**src/rtl/firlc_pkg.sv**
```systemverilog
// firlc_pkg: shared types and constants for the loadable-coefficient fir filter
// no dependencies

package firlc_pkg;

  localparam int SAMPLE_W = 16;
  localparam int COEF_W   = 16;
  localparam int CIDX_W   = 6;
  localparam int SHIFT_W  = 5;
  localparam int PROD_W   = SAMPLE_W + COEF_W;

  localparam logic OP_FILTER = 1'b0;
  localparam logic OP_LOAD   = 1'b1;

  localparam logic [SHIFT_W-1:0] OUT_SHIFT_RESET = 5'd15;

  // register word indexes on the configuration port
  localparam logic REG_OUT_SHIFT = 1'b0;

  typedef struct packed {
    logic                       op;
    logic signed [SAMPLE_W-1:0] sample;
    logic        [CIDX_W-1:0]   coeff_index;
    logic signed [COEF_W-1:0]   coeff_value;
  } in_item_t;

  typedef struct packed {
    logic signed [SAMPLE_W-1:0] filtered;
    logic                       saturated;
  } out_item_t;

endpackage

```
**src/rtl/firlc_ram.sv**
```systemverilog
// firlc_ram: generic single write port, single read port ram with registered read
// no dependencies

module firlc_ram #(
  parameter int WIDTH = 16,
  parameter int DEPTH = 64
) (
  input  logic                     clk,
  input  logic                     we,
  input  logic [$clog2(DEPTH)-1:0] waddr,
  input  logic [WIDTH-1:0]         wdata,
  input  logic [$clog2(DEPTH)-1:0] raddr,
  output logic [WIDTH-1:0]         rdata
);

  logic [WIDTH-1:0] mem [DEPTH];

  always_ff @(posedge clk) begin
    if (we) begin
      mem[waddr] <= wdata;
    end
    rdata <= mem[raddr];
  end

endmodule

```
**src/rtl/fir_filter_loadable_coefficients.sv**
```systemverilog
// fir_filter_loadable_coefficients: direct-form fir with one shared multiply-accumulate
// depends on firlc_pkg and firlc_ram
//
// usage:
//   in channel (in_valid/in_ready/in_data): op load writes one coefficient into the
//   tap table and gives no result; op filter pushes a sample into the delay line and
//   gives one out transaction (out_valid/out_ready/out_data).
//   the apb port holds out_shift at address 0, the arithmetic right shift applied to
//   the accumulator before saturating to 16 bits.
// pipeline:
//   one multiply-accumulate per tap through a single multiplier: each tap issues the
//   ram read, then the product is registered, then accumulated, and after the last tap
//   the final shift and saturate fill the output register. in_ready is low during that
//   pass, so no new transaction is taken before it ends; a load leaves in_ready high.
// reset:
//   history and coefficients read as zero after reset through a fill count and
//   per-tap valid bits, so no clearing pass is needed; out_shift returns to 15.
// stall:
//   a finished result waits in the output register; new transactions are still
//   taken, and a following result holds in its final step until the register frees.

module fir_filter_loadable_coefficients #(
  parameter int TAPS = 64
) (
  input  logic                 clk,
  input  logic                 rst_n,
  input  logic                 in_valid,
  output logic                 in_ready,
  input  firlc_pkg::in_item_t  in_data,
  output logic                 out_valid,
  input  logic                 out_ready,
  output firlc_pkg::out_item_t out_data,
  input  logic                 psel,
  input  logic                 penable,
  input  logic                 pwrite,
  input  logic [2:0]           paddr,
  input  logic [31:0]          pwdata,
  output logic [31:0]          prdata,
  output logic                 pready
);

  localparam int AW    = $clog2(TAPS);
  localparam int CW    = $clog2(TAPS + 1);
  localparam int ACC_W = firlc_pkg::PROD_W + $clog2(TAPS);

  localparam logic [AW-1:0] LAST_TAP = AW'(TAPS - 1);
  localparam logic [CW-1:0] FULL     = CW'(TAPS);
  localparam logic signed [ACC_W-1:0] MAX_V = ACC_W'(32767);
  localparam logic signed [ACC_W-1:0] MIN_V = ACC_W'(-32768);

  typedef enum logic [1:0] {S_IDLE, S_RUN, S_DRAIN, S_FIN} state_t;

  state_t                           state_r, state_nxt;
  logic [firlc_pkg::SHIFT_W-1:0]    out_shift_r, out_shift_nxt;
  logic [AW-1:0]                    wptr_r, wptr_nxt;
  logic [AW-1:0]                    hptr_r, hptr_nxt;
  logic [AW-1:0]                    tap_r, tap_nxt;
  logic [CW-1:0]                    fill_r, fill_nxt;
  logic [TAPS-1:0]                  cvalid_r, cvalid_nxt;
  logic                             s1_v_r, s1_v_nxt;
  logic                             s1_last_r, s1_last_nxt;
  logic                             s1_hv_r, s1_hv_nxt;
  logic                             s1_cv_r, s1_cv_nxt;
  logic                             s2_v_r, s2_v_nxt;
  logic                             s2_last_r, s2_last_nxt;
  logic signed [firlc_pkg::PROD_W-1:0] prod_r, prod_nxt;
  logic signed [ACC_W-1:0]          acc_r, acc_nxt;
  logic                             out_valid_r, out_valid_nxt;
  firlc_pkg::out_item_t             out_data_r, out_data_nxt;

  logic                             in_fire;
  logic                             filt_fire;
  logic                             load_fire;
  logic                             coef_ok;
  logic                             cfg_wr;
  logic [AW-1:0]                    coef_waddr;
  logic [firlc_pkg::SAMPLE_W-1:0]   hist_rdata;
  logic [firlc_pkg::COEF_W-1:0]     coef_rdata;
  logic signed [firlc_pkg::SAMPLE_W-1:0] h_m;
  logic signed [firlc_pkg::COEF_W-1:0]   c_m;
  logic signed [ACC_W-1:0]          shifted;

  assign in_ready  = (state_r == S_IDLE);
  assign in_fire   = in_valid && in_ready;
  assign filt_fire = in_fire && (in_data.op == firlc_pkg::OP_FILTER);
  assign load_fire = in_fire && (in_data.op == firlc_pkg::OP_LOAD);
  assign coef_ok   = (32'(in_data.coeff_index) < TAPS);
  assign coef_waddr = AW'(in_data.coeff_index);

  assign pready = 1'b1;
  assign cfg_wr = psel && penable && pwrite && pready && (paddr[2] == firlc_pkg::REG_OUT_SHIFT);
  assign prdata = (paddr[2] == firlc_pkg::REG_OUT_SHIFT) ?
                  {{(32 - firlc_pkg::SHIFT_W){1'b0}}, out_shift_r} : 32'd0;

  assign out_valid = out_valid_r;
  assign out_data  = out_data_r;

  firlc_ram #(
    .WIDTH (firlc_pkg::SAMPLE_W),
    .DEPTH (TAPS)
  ) u_hist_ram (
    .clk   (clk),
    .we    (filt_fire),
    .waddr (wptr_r),
    .wdata (in_data.sample),
    .raddr (hptr_r),
    .rdata (hist_rdata)
  );

  firlc_ram #(
    .WIDTH (firlc_pkg::COEF_W),
    .DEPTH (TAPS)
  ) u_coef_ram (
    .clk   (clk),
    .we    (load_fire && coef_ok),
    .waddr (coef_waddr),
    .wdata (in_data.coeff_value),
    .raddr (tap_r),
    .rdata (coef_rdata)
  );

  // taps never written read as zero
  assign h_m = s1_hv_r ? signed'(hist_rdata) : '0;
  assign c_m = s1_cv_r ? signed'(coef_rdata) : '0;
  assign shifted = acc_r >>> out_shift_r;

  always_comb begin
    state_nxt     = state_r;
    out_shift_nxt = cfg_wr ? pwdata[firlc_pkg::SHIFT_W-1:0] : out_shift_r;
    wptr_nxt      = wptr_r;
    hptr_nxt      = hptr_r;
    tap_nxt       = tap_r;
    fill_nxt      = fill_r;
    cvalid_nxt    = cvalid_r;
    s1_v_nxt      = 1'b0;
    s1_last_nxt   = 1'b0;
    s1_hv_nxt     = 1'b0;
    s1_cv_nxt     = 1'b0;
    s2_v_nxt      = s1_v_r;
    s2_last_nxt   = s1_last_r;
    prod_nxt      = h_m * c_m;
    acc_nxt       = acc_r;
    out_valid_nxt = out_valid_r && !out_ready;
    out_data_nxt  = out_data_r;

    if (load_fire && coef_ok) begin
      cvalid_nxt[coef_waddr] = 1'b1;
    end

    if (s2_v_r) begin
      acc_nxt = acc_r + ACC_W'(prod_r);
    end

    unique case (state_r)
      S_IDLE: begin
        if (filt_fire) begin
          hptr_nxt  = wptr_r;
          wptr_nxt  = (wptr_r == LAST_TAP) ? '0 : wptr_r + 1'b1;
          fill_nxt  = (fill_r == FULL) ? FULL : fill_r + 1'b1;
          tap_nxt   = '0;
          acc_nxt   = '0;
          state_nxt = S_RUN;
        end
      end
      S_RUN: begin
        s1_v_nxt    = 1'b1;
        s1_last_nxt = (tap_r == LAST_TAP);
        s1_hv_nxt   = (CW'(tap_r) < fill_r);
        s1_cv_nxt   = cvalid_r[tap_r];
        hptr_nxt    = (hptr_r == '0) ? LAST_TAP : hptr_r - 1'b1;
        tap_nxt     = tap_r + 1'b1;
        if (tap_r == LAST_TAP) begin
          state_nxt = S_DRAIN;
        end
      end
      S_DRAIN: begin
        if (s2_v_r && s2_last_r) begin
          state_nxt = S_FIN;
        end
      end
      S_FIN: begin
        if (!out_valid_r || out_ready) begin
          out_valid_nxt = 1'b1;
          if (shifted > MAX_V) begin
            out_data_nxt.filtered  = 16'sh7fff;
            out_data_nxt.saturated = 1'b1;
          end else if (shifted < MIN_V) begin
            out_data_nxt.filtered  = -16'sh8000;
            out_data_nxt.saturated = 1'b1;
          end else begin
            out_data_nxt.filtered  = shifted[firlc_pkg::SAMPLE_W-1:0];
            out_data_nxt.saturated = 1'b0;
          end
          state_nxt = S_IDLE;
        end
      end
      default: state_nxt = S_IDLE;
    endcase
  end

  always_ff @(posedge clk) begin
    if (!rst_n) begin
      state_r     <= S_IDLE;
      out_shift_r <= firlc_pkg::OUT_SHIFT_RESET;
      wptr_r      <= '0;
      fill_r      <= '0;
      cvalid_r    <= '0;
      s1_v_r      <= 1'b0;
      s2_v_r      <= 1'b0;
      out_valid_r <= 1'b0;
    end else begin
      state_r     <= state_nxt;
      out_shift_r <= out_shift_nxt;
      wptr_r      <= wptr_nxt;
      fill_r      <= fill_nxt;
      cvalid_r    <= cvalid_nxt;
      s1_v_r      <= s1_v_nxt;
      s2_v_r      <= s2_v_nxt;
      out_valid_r <= out_valid_nxt;
    end
    hptr_r     <= hptr_nxt;
    tap_r      <= tap_nxt;
    s1_last_r  <= s1_last_nxt;
    s1_hv_r    <= s1_hv_nxt;
    s1_cv_r    <= s1_cv_nxt;
    s2_last_r  <= s2_last_nxt;
    prod_r     <= prod_nxt;
    acc_r      <= acc_nxt;
    out_data_r <= out_data_nxt;
  end

  a_fill_bound: assert property (@(posedge clk) disable iff (!rst_n)
    fill_r <= FULL)
    else $error("fill count beyond tap count");

  a_sample_starts: assert property (@(posedge clk) disable iff (!rst_n)
    filt_fire |=> (state_r == S_RUN) && (tap_r == '0) && (acc_r == '0))
    else $error("sample transaction did not start a clean pass");

  a_load_no_pass: assert property (@(posedge clk) disable iff (!rst_n)
    load_fire |=> (state_r == S_IDLE) && !s1_v_r)
    else $error("load transaction started a pass");

  a_pipe_empty: assert property (@(posedge clk) disable iff (!rst_n)
    (state_r == S_IDLE || state_r == S_FIN) |-> (!s1_v_r && !s2_v_r))
    else $error("mac pipeline busy outside a pass");

endmodule

```
**config.mk**
```make
export PLATFORM = sky130hd
export DESIGN_NAME = fir_filter_loadable_coefficients
export DESIGN_NICKNAME = d
export VERILOG_FILES = /design/src/rtl/firlc_pkg.sv /design/src/rtl/firlc_ram.sv /design/src/rtl/fir_filter_loadable_coefficients.sv
export SDC_FILE = /design/constraint.sdc
export NUM_CORES = 2
export LEC_CHECK = 0
export ABC_AREA = 0
export CORE_UTILIZATION = 36
export DETAILED_ROUTE_END_ITERATION = 8
export DONT_BUFFER_PORTS = 1
export HOLD_SLACK_MARGIN = 0.06
export PLACE_DENSITY_LB_ADDON = 0.3
export SYNTH_ARGS = -nofsm -noshare
export SYNTH_HDL_FRONTEND = slang
export SYNTH_SLANG_ARGS = --single-unit
```
**constraint.sdc**
```tcl
create_clock -name clk -period 12.3 [get_ports clk]
set_input_delay 3.075 -clock clk [delete_from_list [all_inputs] [get_ports clk]]
set_output_delay 3.075 -clock clk [all_outputs]
set_load 0.01 [all_outputs]
```
==> flow_metrics.tcl <==
set metrics [dict create \
    status "finished clean" \
    routed_wirelength_um 239000 \
    dieArea_mm2 0.278 \
    drv_slew 0 \
    fin_crit_sh_pct 59.8 \
    core.rowCount 192 \
    cts_buffers 239 \
    crit_start "s1_hv_r" \
    crit_path_start_kind "flip-flop" \
    path_clk_slew_ns 0.06 \
    hold_path.class "reg2reg" \
    relSlewSlack_pct 22.7 \
    drv_cap 0 \
    post-route-util_pct 40.9 \
    hold_violations 0 \
    htree_levels 4 \
    critPathCaptureType "flip-flop" \
    cp_max_fo 34 \
    synth_flop_cell "edfxtp_1" \
    fillers 24300 \
    wl_per_cell_um 25.3 \
    dp_hpwl_um 139000 \
    vdd_drop_max_v 0.000208 \
    grt_max_degree 112 \
    post_cts_resized 0 \
    hp-start "s1_last_r" \
    synth_cell_types 79 \
    clk_latency_ns 0.90 \
    area_delta_synth_final_pct 12.7 \
    fin_setup_tns_ns 0 \
    syn_inst 5438 \
    r2r-start "s1_hv_r" \
    worstReg2RegEnd "prod_r[30]" \
    worst_pin_slew_ns 1.16 \
    initial_core_util_pct 36.3 \
    core_mm2 0.274 \
    holdBufCountCts 0 \
    multiInputGateArea_mm2 0.0311 \
    r2r_slack_ns 4.94 \
    vias_per_cell 5.27 \
    ys_seq_area_share_pct 66.6 \
    drive_above_1_share_pct 24.0 \
    crit_end "prod_r[30]" \
    finalNetCount 6049 \
    crit_type "reg2reg" \
    ys_seq_elements 2270 \
    drc 0 \
    async_flop_share_pct 0 \
    worstPathArrival_ns 8.10 \
    cts_buffer_depth 4 \
    die_height_um 527 \
    register_area_mm2 0.0662 \
    grt_pass1_vias 51500 \
    num_vias 49900 \
    finClkSkew_ns 0.0956 \
    synth_area_mm2 0.0994 \
    rsz0062_at_grt "false" \
    p_per_area_mw_per_mm2 169 \
    grt.total_usage_pct 17.1 \
    setup_viol 0 \
    cts.sinks 2270 \
    die_x_um 527 \
    cts_setup_buffers 0 \
    fmax_ghz 0.136 \
    port_buffers 0 \
    cts_tree "done" \
    critical_path_required_ns 13.04 \
    antenna_found_initial 9 \
    rr_worst_depth 19 \
    whs_ns 0.333 \
    postRouteAntennaNets 0 \
    static-leakage-power_nw 37.3 \
    synth_edf_count 2077 \
    gp_congestion 0.865 \
    dr.pass1.iters 5 \
    grt_pass1_wl_um 350000 \
    synth_area_per_cell_um2 18.3 \
    min_period_ns 7.36 \
    yosysWarningCount 0 \
    cts-root-buf "clkbuf_16" \
    grt_remaining_overflow 0 \
    drtIter0Drc 4556 \
    ios 133 \
]
==> placed cells by master (no fill, tap or decap), types with 36 or more instances in the layout <==
| cell | n |
|---|---|
| ha_1 | 134 |
| clkbuf_1 | 56 |
| clkinv_1 | 44 |
| clkinv_2 | 36 |
| dfxtp_1 | 191 |
| edfxtp_1 | 2077 |
| mux2i_1 | 65 |
| nand2_1 | 268 |
| buf_4 | 161 |
| nor2_2 | 123 |
| nand3_1 | 49 |
| xnor2_1 | 56 |
| a21oi_1 | 96 |
| clkbuf_16 | 241 |
| fa_1 | 263 |
| nor2_1 | 376 |
| mux4_2 | 706 |
| inv_1 | 310 |
| o21ai_0 | 68 |
==> cell type report <==
| cell class | count | area share [%] |
|---|---|---|
| diodes | 9 | 0.0201 |
| clock buffers | 301 | 5.62 |
| clock inverters | 128 | 1.18 |
| inverters | 313 | 1.05 |
| multi-input cells | 2582 | 27.7 |
| flip-flops and latches | 2270 | 59.1 |
| well taps | 3686 | 4.12 |
| repair buffers | 165 | 1.15 |
==> through the flow <==
| stage | std cells | cell area [um2] | total power, mW | setup WS [ns] |
|---|---|---|---|---|
| finish | 9454 | 112000 | 18.9 | 4.94 |
| global route | 9447 | 112000 | 19.5 | 4.58 |
| CTS | 9445 | 112000 | 19.1 | 4.95 |
| detailed placement | 9016 | 104000 | 12.1 | 4.92 |
| global placement | 9016 | 104000 | 12.0 | 4.92 |
| floorplan | 5464 | 99500 | 11.0 | 5.97 |
==> sequential cells by signal, summed over array words and instances, names as in the netlist, 7 cells and up <==
name              flops
out_data             17
u_coef_ram.mem     1024
acc_r                38
fill_r                7
cvalid_r             64
u_hist_ram.rdata     16
prod_r               32
u_hist_ram.mem     1024
u_coef_ram.rdata     16
==> routing by layer <==
| layer | vias to the layer above | wire length [um] | global-route usage, % |
|---|---|---|---|
| met1 | 26700 | 104000 | 24.1 |
| met2 | 1525 | 115000 | 27.7 |
| met5 | - | 0 | 0 |
| li1 | 21300 | - | - |
| met3 | 330 | 14700 | 2.81 |
| met4 | 0 | 5380 | 4.23 |
==> power by group <==
part | leakage, nW | internal [mW] | total, mW | switching [mW]
sequential | 20.2 | 8.54 | 8.66 | 0.122
combinational | 13.3 | 1.48 | 3.18 | 1.70
clock | 3.71 | 4.13 | 7.06 | 2.93
total | 37.3 | 14.1 | 18.9 | 4.76
==> cell families (layout without fill, tap and decap cells) <==
logic type / after synthesis / in the layout / share of synthesized area (%)
buffers and inverters: 612 / 907 / 2.56
multiplexers: 790 / 790 / 16.9
XOR/XNOR: 80 / 80 / 0.705
flip-flops: 2270 / 2270 / 66.6
AO/OA/AOI/OAI: 302 / 302 / 1.93
adder cells (fa/ha/maj): 397 / 397 / 6.98
AND/OR/NAND/NOR: 985 / 985 / 4.24
other: 2 / 37 / 0.00756
==> critical path, stage by stage (launching register included) <==
cell	delay, ns
dfxtp_1	0.94
and2_1	0.65
nand2_1	0.18
fa_1	0.55
fa_1	0.48
fa_1	0.52
fa_1	0.55
inv_1	0.05
fa_1	0.49
fa_1	0.41
ha_1	0.42
nand4_1	0.12
a21oi_1	0.20
nand4bb_1	0.19
nand2_1	0.10
o21ai_0	0.50
a21oi_1	0.24
o41ai_1	0.41
a21oi_1	0.13
xnor2_1	0.13
==> worst min-delay path by stage <==
stage / to / slack [ns] / cells after the start
2_1_floorplan: s2_last_r / 0.31 / 0
3_3_place_gp: s2_last_r / 0.31 / 0
3_5_place_dp: s2_last_r / 0.32 / 0
4_1_cts: s2_last_r / 0.33 / 0
5_1_grt: s2_last_r / 0.34 / 0
6_report: s2_last_r / 0.33 / 0
==> synthesized netlist by cell type, drive strengths merged (65+ instances only) <==
cell / number / area (um2)
edfxtp: 2077 / 62400
o21ai: 89 / 490
clkbuf: 170 / 638
nor2: 504 / 1890
fa: 263 / 5270
mux4: 710 / 16000
buf: 129 / 733
a21oi: 96 / 480
mux2i: 65 / 651
ha: 134 / 1680
nand2: 268 / 1010
dfxtp: 193 / 3860
inv: 311 / 1170
(Power assumes the default switching activity.)
